$ cat src/sv/lpi_pkg.sv
`timescale 1ns / 1ps
// ----------------------------------------------------------------------------
// lpi_pkg
// Shared types and constants of the line and plane intersection block.
// ----------------------------------------------------------------------------
package lpi_pkg;

   localparam int QuoWidth = 51;   // |num| * 2^16 < 2^51
   localparam int DvsWidth = 34;   // |den| < 2^34
   localparam int RemWidth = 35;

   localparam logic [46:0] T_LIMIT = 47'h4000_0000_0000;

   localparam logic [2:0] CSR_PLANE_A      = 3'd0;
   localparam logic [2:0] CSR_PLANE_B      = 3'd1;
   localparam logic [2:0] CSR_PLANE_C      = 3'd2;
   localparam logic [2:0] CSR_PLANE_OFFSET = 3'd3;

   typedef struct packed {
      logic signed [15:0] first_x;
      logic signed [15:0] first_y;
      logic signed [15:0] first_z;
      logic signed [15:0] second_x;
      logic signed [15:0] second_y;
      logic signed [15:0] second_z;
   } req_type;

   typedef struct packed {
      logic signed [31:0] hit_x;
      logic signed [31:0] hit_y;
      logic signed [31:0] hit_z;
      logic               parallel;
      logic               saturated;
   } rsp_type;

   typedef struct packed {
      logic signed [15:0] a;
      logic signed [15:0] b;
      logic signed [15:0] c;
      logic signed [31:0] d;
   } plane_type;

   typedef struct packed {
      logic [RemWidth-1:0] rem;
      logic [QuoWidth-1:0] quo;
      logic [DvsWidth-1:0] dvs;
      logic                neg;
      logic                par;
      logic signed [15:0]  x1;
      logic signed [15:0]  y1;
      logic signed [15:0]  z1;
      logic signed [16:0]  dx;
      logic signed [16:0]  dy;
      logic signed [16:0]  dz;
   } div_type;

endpackage

$ cat src/sv/lpi_div_cell.sv
`timescale 1ns / 1ps
// ----------------------------------------------------------------------------
// lpi_div_cell
// One restoring division step: one quotient bit per cell.
// ----------------------------------------------------------------------------
module lpi_div_cell
   import lpi_pkg::*;
(
   input  logic    clock,
   input  logic    reset,
   input  logic    en,
   input  logic    in_valid,
   input  div_type in_data,
   output logic    out_valid,
   output div_type out_data
);

   logic                valid_ff;
   div_type             data_ff, data_in;
   logic [RemWidth-1:0] rem_sh;
   logic [RemWidth:0]   diff;
   logic                ge;

   always_comb begin
      rem_sh  = {in_data.rem[RemWidth-2:0], in_data.quo[QuoWidth-1]};
      diff    = {1'b0, rem_sh} - (RemWidth+1)'(in_data.dvs);
      ge      = ~diff[RemWidth];
      data_in = in_data;
      data_in.rem = ge ? diff[RemWidth-1:0] : rem_sh;
      data_in.quo = {in_data.quo[QuoWidth-2:0], ge};
   end

   always_ff @(posedge clock) begin
      if (reset) begin
         valid_ff <= 1'b0;
      end else if (en) begin
         valid_ff <= in_valid;
      end
   end

   always_ff @(posedge clock) begin
      if (en) begin
         data_ff <= data_in;
      end
   end

   assign out_valid = valid_ff;
   assign out_data  = data_ff;

endmodule

$ cat config.mk
export PLATFORM = sky130hd
export DESIGN_NAME = lpi_div_cell
export DESIGN_NICKNAME = d
export VERILOG_FILES = /design/src/sv/lpi_pkg.sv /design/src/sv/lpi_div_cell.sv
export SDC_FILE = /design/constraint.sdc
export NUM_CORES = 1
export LEC_CHECK = 0
export BUFFER_PORTS_ARGS = -buffer_cell sky130_fd_sc_hd__buf_4
export CAP_MARGIN = 20
export CORE_ASPECT_RATIO = 0.9
export CORE_UTILIZATION = 30
export CTS_BUF_LIST = sky130_fd_sc_hd__clkbuf_2
export DETAILED_ROUTE_END_ITERATION = 10
export PLACE_DENSITY = 0.56
export SLEW_MARGIN = 15
export SYNTH_ARGS = -nofsm -noshare
export SYNTH_HDL_FRONTEND = slang
export SYNTH_SLANG_ARGS = --single-unit
$ cat constraint.sdc
create_clock -name clock -period 3.3 [get_ports clock]
set_input_delay 0.33 -clock clock [delete_from_list [all_inputs] [get_ports clock]]
set_output_delay 0.33 -clock clock [all_outputs]
set_load 0.01 [all_outputs]
After elaboration in Yosys (flattened, before gate mapping)
Cells that the tools add are included.
{ "classes": {"mux": 1, "bitwise": 1, "n_addsub": 1} }
{ "ops": {"columns": ["operator", "n"], "rows": [
  ["$sub 35x34->36", 1],
  ["$mux 35", 1],
  ["$not 1->1", 1]
]} }
{ "word_totals": {"word_cells": 15, "output_inout_bits": 222, "register_bits": 222} }

Logic depth before layout (Yosys ltp)
{ "depth": {"word_depth": 2, "ltp_mapped": 12} }

Least setup slack after synthesis
Ideal clock, no wire load.
{ "synth_timing": {"path_kind": "in2reg", "from": "in in_data[105] in the netlist's numbering", "to": "reg data_ff, in the netlist out_data[191], data pin", "setup_slack_ns": 0.305, "n_path_buf": 1, "setup_time_ns": 0.260, "arrival_time_ns": 2.735, "cell_stages": 11, "path_cell_list": "inv_1 > ha_1 > a21o_1 > or3_1 > o221a_2 > a21bo_1 > o22a_1 > o311ai_4 > nand3_4 > buf_6 > mux2_4"} }
{ "synth_lines": {"columns": ["element", "line", "source"], "rows": [
  ["from (decl)", "lpi_div_cell.sv:13", "input div_type in_data,"],
  ["to (signal assigned)", "lpi_div_cell.sv:43", "data_ff <= data_in;"],
  ["to (decl)", "lpi_div_cell.sv:19", "div_type data_ff, data_in;"]
]} }

==> results.md <==
* Die width at 186.5 um
* GPL Wtd Cong at ~0.83
* First-pass GRT wire length at between 40,000 and 50,000 um
* Net Sw Power at 0.001964 W
* Fin Clk Skew at 0 ps
* Drt via density at 4.418
* RSZ-0062 raised after global routing: false
* Synth Area per Inst at 16.41 um^2
* Area contributors post-synth: edfxtp_1, ha_1, mux2_4, a21oi_1, inv_1
* Outcome: completed
* Final Cycle Share at 88.71%
* CP max stage delay at 540 ps
* WP buf/inv at 5
* Via Count at around 7,600
* DR WL/cell at 18.87 um
* Most used flip-flop cell after synthesis: edfxtp_1
* Area growth from synthesis to layout at 72.17%
* Critical path arrival at 3550 ps
* CTS Sinks at 222
* DRT antenna net count at 0
* Worst endpoint required time at slightly below 4000 ps
* Min-delay worst type: input pin to flip-flop
* Top cell type's share of synthesized area at 72.21%
* Synth cell types at 49
* # rows at 60
* Final setup viols at 0
* Initial antenna violation count at 1
* Synth area leader: edfxtp_1
* Achievable Freq at 341.6 MHz
* Ports at 447
* Largest net degree at the start of global routing at 71
* H-tree depth at 2
* DP Worst Slack at approximately 31 ps
* Mapped Cells at 560
* Overflow after GRT at 0
* Sequential area share after synthesis at 72.43%
* Power per cell area at 439.6 nW/um^2
* DR top layer: met4
* Sequential share of power at between 50% and 60%
* PnR worst setup slack at approximately 370 ps
* Core Region at ~30,000 um^2
* Tmin final at roughly 3000 ps
* Post-synth EDFFs at 221
* YS warnings at 0
* Layout cells sized above 1 at 43.92%
* FF+latch count, synth at around 220
* Vias in the first global route at 7,902
* Crit path max-delay family: compound AO/OA/AOI/OAI gates
* Synth Cell Area at 9190 um^2
* M1 wire length at 13,010 um
* P_int at roughly 0.005 W
* Clock power frac at approximately a quarter
* Total power at 0.006955 W
* Finished Cell Area at 15,820 um^2
* Clock Path Buffers at 3
* Static Leak at 7.020 nW
* All-Layer GR Usage at 20.00%
* Pre-antenna DRT Iters at 4
* Final hold viol count at 0
* Met2 wire length at 16,550 um
* Clk slew on worst S/H paths at 100 ps
* DR iter-0 viols at 383
* Die ar. at around 31,000 um^2
* Fillers at 2,596
* Worst-margin pin slew at 658.2 ps
* Placed cell area at 13,140 um^2
* CTS tree: done
* CP Launch Type: input pin
* Switching power share of the total at 28.24%
* Slew HR at between 50% and 60%
* Root Driver: clkbuf_2
* Starting Density at 30.60%
* WL met3 at between 1500 and 2000 um
* Worst skew pair latency at 860 ps
* # DRC at 0
* Die Y at about 170 um
* Worst-path fanout max at 3
* Net Count, Synth at 820
* Final wirelength at 32,600 um
* VDD IR-drop max at 0.2065 mV
* Critical path class: input pin to flip-flop
* CP Capture Type: flip-flop
* Post-DP HPWL at 23,280 um
* Port Buffer Count at 445
* Comb pwr share at roughly 24%
* Slowest CP cell: dlygate4sd3_1
* Crit-path cells: dlygate4sd3_1, buf_4, inv_1, ha_1, inv_1, fa_1, a211oi_1, o21ai_0, o21ai_0, buf_4, a211oi_1, nor3_1, nor3_1, a21oi_1, mux2_2
* Post-CTS Setup Bufs at 0
* Nets@finish at between 1,500 and 2,000
* Pins Over Slew Limit at 0
* Asr flop ratio synth at 0%
* TritonCTS Buffers at 57
* # Max-Cap Violations at 0
* Final setup TNS at 0 ps
==> stage by stage <==
step                hold slack [ps]  std cells  util, %
finish                        156.1       1727    52.69
floorplan                     402.4        560        -
CTS                           15.98       1726    52.68
global route                  7.316       1727    52.69
global placement              482.5       1413    43.76
detailed placement            493.3       1413    43.76
==> kinds of logic (layout without fill, tap and decap cells) <==
logic type | count (synthesis) | after routing | synth area share [%]
other | 0 | 1 | 0
and+or+nand+nor | 76 | 76 | 4.329
muxes | 35 | 35 | 5.351
AOI/OAI and AO/OA | 110 | 110 | 7.979
xor gates and xnor gates | 27 | 27 | 2.573
adders and majority gates | 35 | 35 | 4.847
buffers and inverters | 55 | 818 | 2.491
DFF | 222 | 222 | 72.43
==> worst reg2reg max path, stage by stage (launching register included) <==
cell and delay, ps:
dfxtp_1 320, mux2i_1 120, nor2_1 50, dlygate4sd3_1 550
==> cell usage in the layout, fill, tap and decap left out, drive strengths merged, types with 11 or more instances in the layout <==
master and instances:
ha 34, nor2 14, a21oi 33, inv 44, xnor2 16, clkbuf 80, edfxtp 221, nand2 18
xor2 11, o21ai 16, a21o 17, mux2 32, buf 462, dlygate4sd3 223
==> cell usage after synthesis (2+ instances only) <==
cell / instances
o21ai_0: 16
nor2b_1: 2
mux2_4: 27
inv_1: 43
xnor2_1: 16
ha_1: 34
buf_6: 3
o21a_1: 3
nand4_1: 5
a211o_1: 2
nor2_1: 14
and3_1: 6
xor2_1: 11
nand3_1: 4
a2111oi_0: 2
nor4_1: 2
clkbuf_1: 9
and2_1: 2
mux2i_1: 3
edfxtp_1: 221
a21oi_1: 33
a211oi_1: 7
nor3_1: 9
o21bai_1: 3
o31ai_1: 5
a21o_1: 17
mux2_2: 5
nand2_1: 18
or3_1: 4
nand2b_1: 5
o211ai_1: 7
a31oi_1: 5
==> power groups by stage <==
stage / Sequential [W] / Clock (W) / Combinational [W]
3_3_place_gp: 0.00353 / 0 / 0.00145
2_1_floorplan: 0.00368 / 0 / 0.000473
4_1_cts: 0.00348 / 0.00189 / 0.00170
6_report: 0.00348 / 0.00179 / 0.00169
5_1_grt: 0.00350 / 0.00203 / 0.00179
3_5_place_dp: 0.00354 / 0 / 0.00146
==> flip-flops by register name (all words and copies together), names as in the netlist <==
name and flops:
out_data 221, out_valid 1
==> metal layers <==
| layer | vias to the layer above | track usage, % |
|---|---|---|
| met2 | 293 | 35.53 |
| met1 | 3626 | 23.08 |
| met4 | 0 | 7.163 |
| met5 | - | 0 |
| li1 | 3637 | - |
| met3 | 74 | 5.483 |
==> path summary, 6_finish.rpt <==
| path | start | to | slack [ps] | cells after the start |
|---|---|---|---|---|
| worst max register to register | out_valid$_SDFFE_PP0P_ | out_valid$_SDFFE_PP0P_ | 2150 | 3 |
| worst min register to register | out_valid$_SDFFE_PP0P_ | out_valid$_SDFFE_PP0P_ | 1070 | 3 |
| worst min-delay path | in_data[180] | out_data[181]$_DFFE_PP_ | 160 | 2 |
| worst max-delay path | in_data[185] | out_data[220]$_DFFE_PP_ | 370 | 15 |
==> cell type report <==
cell class	count	area, um^2	area share, %
flip-flops and latches	222	6656	42.07
repair buffers	685	5746	36.31
multi-input cells	283	2305	14.57
well taps	403	504.2	3.187
clock buffers	80	400.4	2.530
inverters	43	161.4	1.020
clock inverters	10	47.55	0.3005
diodes	1	2.502	0.01582
==> repair_timing <==
item / CTS / global route
gates resized for setup: 0 / 0
hold buffers: 223 / 0
endpoints found under the hold margin: 285 / 0
Note: power is estimated with default switching activity, not from simulation.
